### src/rtl/core/wth_pkg.sv
// wth_pkg: constants, result type and byte classification helpers for the
// word tokenizer / fnv-1a hasher. no dependencies.
`default_nettype none

package wth_pkg;

    localparam int HASH_BITS = 16;
    localparam int MAX_WORD  = 256;

    localparam int HASH_W = 32;
    localparam int BKT_W  = 16;
    localparam int LINE_W = 24;
    localparam int COL_W  = 16;
    localparam int LEN_W  = 8;

    localparam logic [HASH_W-1:0] FNV_BASIS = 32'd2166136261;
    localparam logic [HASH_W-1:0] FNV_PRIME = 32'd16777619;
    localparam logic [HASH_W-1:0] BUCKET_MASK =
        HASH_W'((64'd1 << HASH_BITS) - 64'd1);

    localparam logic [LEN_W-1:0]  KEEP_MAX = LEN_W'(MAX_WORD - 1);
    localparam logic [LINE_W-1:0] LINE_MAX = '1;
    localparam logic [COL_W-1:0]  COL_MAX  = '1;
    localparam logic [LINE_W-1:0] LINE_FIRST = LINE_W'(1);

    localparam logic [7:0] CH_APOS    = 8'h27;
    localparam logic [7:0] CH_NEWLINE = 8'h0A;
    localparam logic [7:0] CH_UP_A    = 8'h41;
    localparam logic [7:0] CH_UP_Z    = 8'h5A;
    localparam logic [7:0] CH_LO_A    = 8'h61;
    localparam logic [7:0] CH_LO_Z    = 8'h7A;
    localparam logic [7:0] CASE_DELTA = 8'h20;

    typedef struct packed {
        logic [HASH_W-1:0] word_hash;
        logic [BKT_W-1:0]  bucket_index;
        logic [LINE_W-1:0] word_line;
        logic [COL_W-1:0]  first_col;
        logic [LEN_W-1:0]  word_length;
    } result_t;

    function automatic logic is_word_byte(input logic [7:0] c);
        return c inside {[CH_UP_A:CH_UP_Z], [CH_LO_A:CH_LO_Z], CH_APOS};
    endfunction

    function automatic logic [7:0] to_lower(input logic [7:0] c);
        logic [7:0] r;
        r = c;
        if (c inside {[CH_UP_A:CH_UP_Z]})
        begin
            r = c + CASE_DELTA;
        end
        return r;
    endfunction

endpackage

`default_nettype wire

### src/rtl/core/wth_if.sv
// wth_in_if / wth_out_if: valid-ready channels for text bytes and word results.
// field widths are written out to match wth_pkg; no dependencies.
`default_nettype none

interface wth_in_if;
    logic       valid;
    logic       ready;
    logic [7:0] in_byte;
    logic       end_of_input;

    modport source (output valid, output in_byte, output end_of_input, input ready);
    modport sink   (input valid, input in_byte, input end_of_input, output ready);
endinterface

interface wth_out_if;
    logic        valid;
    logic        ready;
    logic [31:0] word_hash;
    logic [15:0] bucket_index;
    logic [23:0] word_line;
    logic [15:0] first_col;
    logic [7:0]  word_length;

    modport source (output valid, output word_hash, output bucket_index,
                    output word_line, output first_col, output word_length,
                    input ready);
    modport sink   (input valid, input word_hash, input bucket_index,
                    input word_line, input first_col, input word_length,
                    output ready);
endinterface

`default_nettype wire

### src/rtl/core/wth_scan.sv
// wth_scan: tokenizer state (hash, length, line, column) and per-byte update.
// depends on wth_pkg.
`default_nettype none

module wth_scan (
    input  wire logic             clk,
    input  wire logic             rst_n,
    input  wire logic             fire,
    input  wire logic [7:0]       in_byte,
    input  wire logic             end_of_input,
    output wth_pkg::result_t      res,
    output logic                  res_valid
);
    import wth_pkg::*;

    logic [HASH_W-1:0] hash_reg,  hash_next;
    logic [LEN_W-1:0]  len_reg,   len_next;
    logic [LINE_W-1:0] line_reg,  line_next;
    logic [COL_W-1:0]  col_reg,   col_next;
    logic [COL_W-1:0]  start_reg, start_next;

    logic [COL_W-1:0]  col_inc;
    logic [HASH_W-1:0] hash_mix;
    logic              word_byte;
    logic              pending;

    assign pending   = (len_reg != '0);
    assign word_byte = is_word_byte(in_byte);
    assign col_inc   = (col_reg == COL_MAX) ? col_reg : col_reg + COL_W'(1);
    assign hash_mix  = hash_reg ^ {{(HASH_W-8){1'b0}}, to_lower(in_byte)};

    assign res.word_hash    = hash_reg;
    assign res.bucket_index = BKT_W'(hash_reg & BUCKET_MASK);
    assign res.word_line    = line_reg;
    assign res.first_col    = start_reg;
    assign res.word_length  = len_reg;

    always_comb
    begin
        hash_next  = hash_reg;
        len_next   = len_reg;
        line_next  = line_reg;
        col_next   = col_reg;
        start_next = start_reg;
        res_valid  = 1'b0;
        if (fire)
        begin
            if (end_of_input)
            begin
                res_valid = pending;
                hash_next = FNV_BASIS;
                len_next  = '0;
                line_next = LINE_FIRST;
                col_next  = '0;
            end
            else if (word_byte)
            begin
                col_next = col_inc;
                if (!pending)
                begin
                    start_next = col_inc;
                end
                if (len_reg < KEEP_MAX)
                begin
                    hash_next = hash_mix * FNV_PRIME;
                    len_next  = len_reg + LEN_W'(1);
                end
            end
            else
            begin
                res_valid = pending;
                hash_next = FNV_BASIS;
                len_next  = '0;
                col_next  = col_inc;
                if (in_byte == CH_NEWLINE)
                begin
                    col_next = '0;
                    if (line_reg != LINE_MAX)
                    begin
                        line_next = line_reg + LINE_W'(1);
                    end
                end
            end
        end
    end

    always_ff @(posedge clk or negedge rst_n)
    begin
        if (!rst_n)
        begin
            hash_reg  <= FNV_BASIS;
            len_reg   <= '0;
            line_reg  <= LINE_FIRST;
            col_reg   <= '0;
            start_reg <= '0;
        end
        else
        begin
            hash_reg  <= hash_next;
            len_reg   <= len_next;
            line_reg  <= line_next;
            col_reg   <= col_next;
            start_reg <= start_next;
        end
    end

endmodule

`default_nettype wire

### src/rtl/core/wth_out_reg.sv
// wth_out_reg: result register that holds a word transaction until taken.
// depends on wth_pkg.
`default_nettype none

module wth_out_reg (
    input  wire logic             clk,
    input  wire logic             rst_n,
    input  wire logic             load,
    input  wire wth_pkg::result_t res,
    input  wire logic             out_ready,
    output logic                  out_valid,
    output wth_pkg::result_t      out_res,
    output logic                  space
);
    import wth_pkg::*;

    logic    valid_reg, valid_next;
    result_t data_reg;

    assign space      = !valid_reg || out_ready;
    assign valid_next = load || (valid_reg && !out_ready);
    assign out_valid  = valid_reg;
    assign out_res    = data_reg;

    always_ff @(posedge clk or negedge rst_n)
    begin
        if (!rst_n)
        begin
            valid_reg <= 1'b0;
        end
        else
        begin
            valid_reg <= valid_next;
        end
    end

    always_ff @(posedge clk)
    begin
        if (load)
        begin
            data_reg <= res;
        end
    end

endmodule

`default_nettype wire

### src/rtl/core/word_tokenizer_fnv_hasher_core.sv
// word_tokenizer_fnv_hasher_core: top level of the word tokenizer / fnv-1a hasher.
// depends on wth_pkg, wth_if, wth_scan and wth_out_reg.
`default_nettype none

// Takes one text byte per cycle, except while a finished word waits for the
// sink, and emits one transaction per word: its 32-bit FNV-1a hash, bucket
// index, line, start column and kept length. A word is reported on the cycle
// after the byte (or end-of-input flag) that ends it; letters are lowercased
// and words keep at most MAX_WORD-1 characters; the byte rate is set by the hash
// loop (one xor and one constant multiply per byte). The result register holds
// a word until taken, stalling input meanwhile. No start-up pass after reset.
module word_tokenizer_fnv_hasher_core (
    input  wire logic  clk,
    input  wire logic  rst_n,
    wth_in_if.sink     in_ch,
    wth_out_if.source  out_ch
);
    import wth_pkg::*;

    logic    fire;
    logic    res_valid;
    logic    space;
    result_t res;
    result_t out_res;

    assign in_ch.ready = space;
    assign fire        = in_ch.valid && space;

    wth_scan u_scan (
        .clk          (clk),
        .rst_n        (rst_n),
        .fire         (fire),
        .in_byte      (in_ch.in_byte),
        .end_of_input (in_ch.end_of_input),
        .res          (res),
        .res_valid    (res_valid)
    );

    wth_out_reg u_out (
        .clk       (clk),
        .rst_n     (rst_n),
        .load      (res_valid),
        .res       (res),
        .out_ready (out_ch.ready),
        .out_valid (out_ch.valid),
        .out_res   (out_res),
        .space     (space)
    );

    assign out_ch.word_hash    = out_res.word_hash;
    assign out_ch.bucket_index = out_res.bucket_index;
    assign out_ch.word_line    = out_res.word_line;
    assign out_ch.first_col    = out_res.first_col;
    assign out_ch.word_length  = out_res.word_length;

`ifndef SYNTHESIS
    a_word_byte_no_result: assert property (@(posedge clk) disable iff (!rst_n)
        (in_ch.valid && in_ch.ready && !in_ch.end_of_input
            && is_word_byte(in_ch.in_byte)) |=> !out_ch.valid)
        else $error("word byte produced a result");

    a_result_has_source: assert property (@(posedge clk) disable iff (!rst_n)
        $rose(out_ch.valid) |-> $past(in_ch.valid && in_ch.ready))
        else $error("result without an accepted byte");

    a_result_fields: assert property (@(posedge clk) disable iff (!rst_n)
        out_ch.valid |-> (out_ch.word_length != 8'd0 && out_ch.word_line != 24'd0
            && out_ch.first_col != 16'd0))
        else $error("result with empty length, line or column");
`endif

endmodule

`default_nettype wire
### src/flat_wrapper.sv
// flat-port wrapper written by rule: the top's interface ports become plain ports
module word_tokenizer_fnv_hasher_core_flat import wth_pkg::*;
  (clk, rst_n, in_ch_valid, in_ch_in_byte, in_ch_end_of_input, in_ch_ready, out_ch_valid, out_ch_word_hash, out_ch_bucket_index, out_ch_word_line, out_ch_first_col, out_ch_word_length, out_ch_ready);
  wth_in_if in_ch_i ();
  wth_out_if out_ch_i ();
  input  wire logic clk;
  input  wire logic rst_n;
  input wire logic [$bits(in_ch_i.valid)-1:0] in_ch_valid;
  input wire logic [$bits(in_ch_i.in_byte)-1:0] in_ch_in_byte;
  input wire logic [$bits(in_ch_i.end_of_input)-1:0] in_ch_end_of_input;
  output wire logic [$bits(in_ch_i.ready)-1:0] in_ch_ready;
  output wire logic [$bits(out_ch_i.valid)-1:0] out_ch_valid;
  output wire logic [$bits(out_ch_i.word_hash)-1:0] out_ch_word_hash;
  output wire logic [$bits(out_ch_i.bucket_index)-1:0] out_ch_bucket_index;
  output wire logic [$bits(out_ch_i.word_line)-1:0] out_ch_word_line;
  output wire logic [$bits(out_ch_i.first_col)-1:0] out_ch_first_col;
  output wire logic [$bits(out_ch_i.word_length)-1:0] out_ch_word_length;
  input wire logic [$bits(out_ch_i.ready)-1:0] out_ch_ready;
  assign in_ch_i.valid = in_ch_valid;
  assign in_ch_i.in_byte = in_ch_in_byte;
  assign in_ch_i.end_of_input = in_ch_end_of_input;
  assign in_ch_ready = in_ch_i.ready;
  assign out_ch_valid = out_ch_i.valid;
  assign out_ch_word_hash = out_ch_i.word_hash;
  assign out_ch_bucket_index = out_ch_i.bucket_index;
  assign out_ch_word_line = out_ch_i.word_line;
  assign out_ch_first_col = out_ch_i.first_col;
  assign out_ch_word_length = out_ch_i.word_length;
  assign out_ch_i.ready = out_ch_ready;
  word_tokenizer_fnv_hasher_core u_core (.clk(clk), .rst_n(rst_n), .in_ch(in_ch_i), .out_ch(out_ch_i));
endmodule
### config.mk
export PLATFORM = sky130hd
export DESIGN_NAME = word_tokenizer_fnv_hasher_core_flat
export DESIGN_NICKNAME = d
export VERILOG_FILES = /design/src/rtl/core/wth_pkg.sv /design/src/rtl/core/wth_if.sv /design/src/rtl/core/wth_scan.sv /design/src/rtl/core/wth_out_reg.sv /design/src/rtl/core/word_tokenizer_fnv_hasher_core.sv /design/src/flat_wrapper.sv
export SDC_FILE = /design/constraint.sdc
export NUM_CORES = 1
export LEC_CHECK = 0
export BUFFER_PORTS_ARGS = -buffer_cell sky130_fd_sc_hd__buf_2
export CAP_MARGIN = 20
export CORE_MARGIN = 2
export CORE_UTILIZATION = 53
export CTS_BUF_LIST = sky130_fd_sc_hd__clkbuf_2
export CTS_CLUSTER_DIAMETER = 80
export DETAILED_ROUTE_END_ITERATION = 6
export PLACE_DENSITY = 0.7
export SYNTH_ARGS = -nofsm -noshare
export SYNTH_HDL_FRONTEND = slang
export SYNTH_SLANG_ARGS = --single-unit
### constraint.sdc
create_clock -name clk -period 12.36 [get_ports clk]
set_clock_uncertainty 0.1 [all_clocks]
set_input_delay 2.472 -clock clk [delete_from_list [all_inputs] [get_ports clk]]
set_output_delay 2.472 -clock clk [all_outputs]
set_load 0.05 [all_outputs]
==> summary.md <==
| Metric | Value |
|---|---|
| R2r startpoint | u_core.u_scan.hash_reg[4] |
| Hold EP | u_core.u_scan.hash_reg[0] |
| Root Driver | clkbuf_2 |
| Post-synth ARST share | a little over half |
| Vias in the first global route | between 9000 and 10000 |
| Post-synth cell types | 66 |
| TritonCTS clock tree | done |
| Residual DRC | 0 |
| Status | complete, no violations |
| Filler instances | about 2100 |
| Sum Neg Setup Slack | 0 ns |
| Highest clock rate | between 100 and 150 MHz |
| Post-Synth Simple-Gate Area | between 10% and 20% |
| Post-Synth XOR/XNOR Area | slightly below 5% |
| DR vias | ~9100 |
| Share of cells above drive strength 1 | 12.9% |
| DR pass1 iterations | 4 |
| Area grow syn2layout | 8.03% |
| Crit path max fanout | 7 |
| Post-synthesis compound-gate area fraction | 9.82% |
| Period Utilization, post-route | about two thirds |
| Die H | around 160 µm |
| Worst hold start | u_core.u_scan.hash_reg[0] |
| First-pass GRT wire length | between 40000 and 50000 µm |
| Number of flops mapped to enable cells by yosys | 80 |
| Hold_buf cts | 0 |
| Cell depth of the worst hold path | 2 |
| WL/cell | about 16 µm |
| Largest net degree at the start of global routing | 77 |
| Top_reg_cell synth | dfrtp_1 |
| Data required, critical path | between 10 and 15 ns |
| Final Max Slew Viols | 0 |
| Num rows | 57 |
| Nets@finish | approximately 1600 |
| Antenna Nets Post-Route | 0 |
| RR Endpoint | u_core.u_scan.hash_reg[23] |
| Port bufs | 110 |
| Mux cell area share after synthesis | less than 1% |
| Unrepaired setup endpoints after global routing | no |
| Synthesized area per cell | about 10 µm² |
| CTS buffer count | 17 |
| YS warnings | 0 |
| Initial antenna violation count | 1 |
| Routability cong. | between 0.8 and 0.9 |
| HPWL after detailed placement | approximately 21000 µm |
| Worst slew margin | between 40% and 50% |
| CTS Sinks | around 180 |
| Worst slew pin tran | ~0.88 ns |
| Die area | between 20000 and 30000 µm² |
| Total I/O pin count | 111 |
| Setup violations, final | 0 |
| Net Count, Synth | roughly 1500 |
| Worst min-delay path class | reg -> reg |
| Overflow after GRT | 0 |
| Cell area after synthesis | about 13000 µm² |
| Final hold vios | 0 |
| Fin crit period | ~8.4 ns |
| Kind of critical path | in -> reg |
| Initial Util | between 50% and 60% |
| Worst-skew pair later-pin latency | ~0.8 ns |
| Post-Route Utilization | roughly 60% |
| Gr usage total | around 23% |
| Post CTS Setup Buffer Count | 0 |
| Detailed Route Iter0 Violations | ~720 |
| Core area | between 20000 and 25000 µm² |
| Adder-cell share of the synthesized area | between 20 and 30% |
| Post-CTS sizing | 0 |
| Clock Pin Slew Worst Setup and Hold Paths | approximately 0.28 ns |
| Main combinational cell family by area after synthesis | adder cells |
| Sequential area share after synthesis | 36.9% |
| Routed WL | 28000 µm |
| Synthesized flop and latch total | 177 |
| H-tree depth | 4 |
| DR vias/cell | between 5 and 6 |
| CP arrival | around 9.0 ns |
| Largest register FFs | 80 |
| Worst Setup End Kind | register |
| Die X | 161 µm |
| Mapped Cells | between 1000 and 1500 |
| Clk buf depth | 2 |
| Reg-to-reg slack, setup | approximately 6.1 ns |
| Maxcap violations | 0 |
| Worst Setup Start Kind | input port |
| Reg2reg path depth | 19 |
-- routing by layer --
metal / GRT usage, % / vias up / wire length (µm)
met5: 0 / - / 0
met4: 5.56 / 0 / 390
met3: 3.00 / 26 / 1180
met2: 36.5 / 197 / 12800
met1: 32.6 / 4425 / 13700
li1: - / 4440 / -
-- worst max-delay path by stage --
| stage | from | end | slack, ns | cells after the start |
|---|---|---|---|---|
| after floorplan | in_ch_in_byte[0] | u_core.u_scan.hash_reg[31] | 4.00 | 23 |
| after global placement | in_ch_in_byte[5] | u_core.u_scan.hash_reg[31] | 3.31 | 26 |
| after detailed placement | in_ch_in_byte[5] | u_core.u_scan.hash_reg[31] | 3.16 | 26 |
| after CTS | in_ch_in_byte[5] | u_core.u_scan.hash_reg[31] | 4.01 | 26 |
| after global routing | in_ch_in_byte[5] | u_core.u_scan.hash_reg[26] | 3.61 | 27 |
| final | in_ch_in_byte[5] | u_core.u_scan.hash_reg[31] | 3.98 | 26 |
-- cell type report --
type                    instances  area [µm²]  share of cell area, %
multi-input cells             828        7220                   50.9
repair buffers                115         611                   4.30
clock inverters                15         168                   1.18
flip-flops and latches        177        4850                   34.2
inverters                     223         837                   5.90
clock buffers                  17        85.1                  0.600
well taps                     324         405                   2.86
diodes                          2        5.00                 0.0353
-- logic make-up after synthesis --
| family | Yosys count |
|---|---|
| buffers and inverters | 265 |
| flip-flops | 177 |
| AO/OA/AOI/OAI | 199 |
| AND/OR/NAND/NOR | 285 |
| multiplexers | 4 |
| adder cells (fa/ha/maj) | 266 |
| XOR/XNOR | 74 |
-- critical path, cell delays in order --
cell and delay, ns:
buf_2 0.18, inv_1 0.08, ha_1 0.20, and4b_1 0.19, o21bai_1 0.16, a31oi_2 0.17
nand3b_1 0.12, nand2_1 0.07, xnor2_1 0.62, ha_1 0.36, ha_1 0.31, fa_1 0.51
ha_1 0.22, fa_1 0.49, ha_1 0.29, inv_1 0.05, fa_1 0.52, inv_1 0.04
ha_1 0.38, nand2_1 0.14, or2_2 0.31, o31ai_1 0.36, a21o_1 0.22, o41a_1 0.20
o21ai_0 0.12, a211oi_1 0.21
-- stage by stage --
step	hold WS [ns]	worst slack, ns	std cells	cell area [µm²]
after CTS	0.392	4.01	1698	14200
after global routing	0.403	3.61	1701	14200
final	0.390	3.98	1701	14200
after floorplan	0.325	4.00	1270	13100
after global placement	0.335	3.31	1666	13900
after detailed placement	0.336	3.16	1666	13900
-- synth_stat cells, types with 4 or more instances --
| cell type | n | area share, % |
|---|---|---|
| o41ai_1 | 4 | 0.27 |
| o21bai_1 | 4 | 0.23 |
| nand2b_1 | 8 | 0.38 |
| clkbuf_1 | 20 | 0.57 |
| o21ai_0 | 70 | 2.7 |
| and2_1 | 7 | 0.33 |
| inv_1 | 223 | 6.4 |
| buf_4 | 17 | 0.97 |
| a211oi_1 | 8 | 0.46 |
| a21o_1 | 12 | 0.69 |
| or2_2 | 6 | 0.29 |
| edfxtp_1 | 80 | 18 |
| xor2_1 | 25 | 1.7 |
| and3_1 | 17 | 0.81 |
| xnor2_1 | 49 | 3.3 |
| nand3_1 | 24 | 0.91 |
| dfstp_2 | 15 | 3.0 |
| nor3_1 | 14 | 0.53 |
| o21a_1 | 7 | 0.40 |
| and4_1 | 5 | 0.33 |
| o31ai_1 | 16 | 0.91 |
| buf_2 | 4 | 0.15 |
| a31oi_1 | 5 | 0.24 |
| nor2_1 | 63 | 1.8 |
| dfrtp_1 | 82 | 16 |
| fa_1 | 74 | 11 |
| nand2_1 | 108 | 3.1 |
| o211ai_1 | 7 | 0.40 |
| nand4_1 | 9 | 0.43 |
| mux2i_1 | 4 | 0.30 |
| a21oi_1 | 40 | 1.5 |
| nand3b_1 | 4 | 0.23 |
| nor4_1 | 4 | 0.19 |
| ha_1 | 192 | 18 |
-- layout by cell type (no fill, tap or decap), types with 8 or more instances in the layout --
| cell type | count |
|---|---|
| a211oi_1 | 8 |
| a21o_1 | 12 |
| a21oi_1 | 40 |
| and3_1 | 17 |
| buf_2 | 109 |
| clkbuf_2 | 17 |
| dfrtp_1 | 82 |
| dfstp_2 | 15 |
| edfxtp_1 | 80 |
| fa_1 | 74 |
| ha_1 | 192 |
| inv_1 | 223 |
| nand2_1 | 108 |
| nand2b_1 | 8 |
| nand3_1 | 24 |
| nand4_1 | 9 |
| nor2_1 | 62 |
| nor3_1 | 14 |
| o21ai_0 | 70 |
| o31ai_1 | 16 |
| xnor2_1 | 49 |
| xor2_1 | 25 |
Power is left out: the tool's default activity adds up to more than one toggle a clock period on the data nets, which glitch-free logic cannot reach.
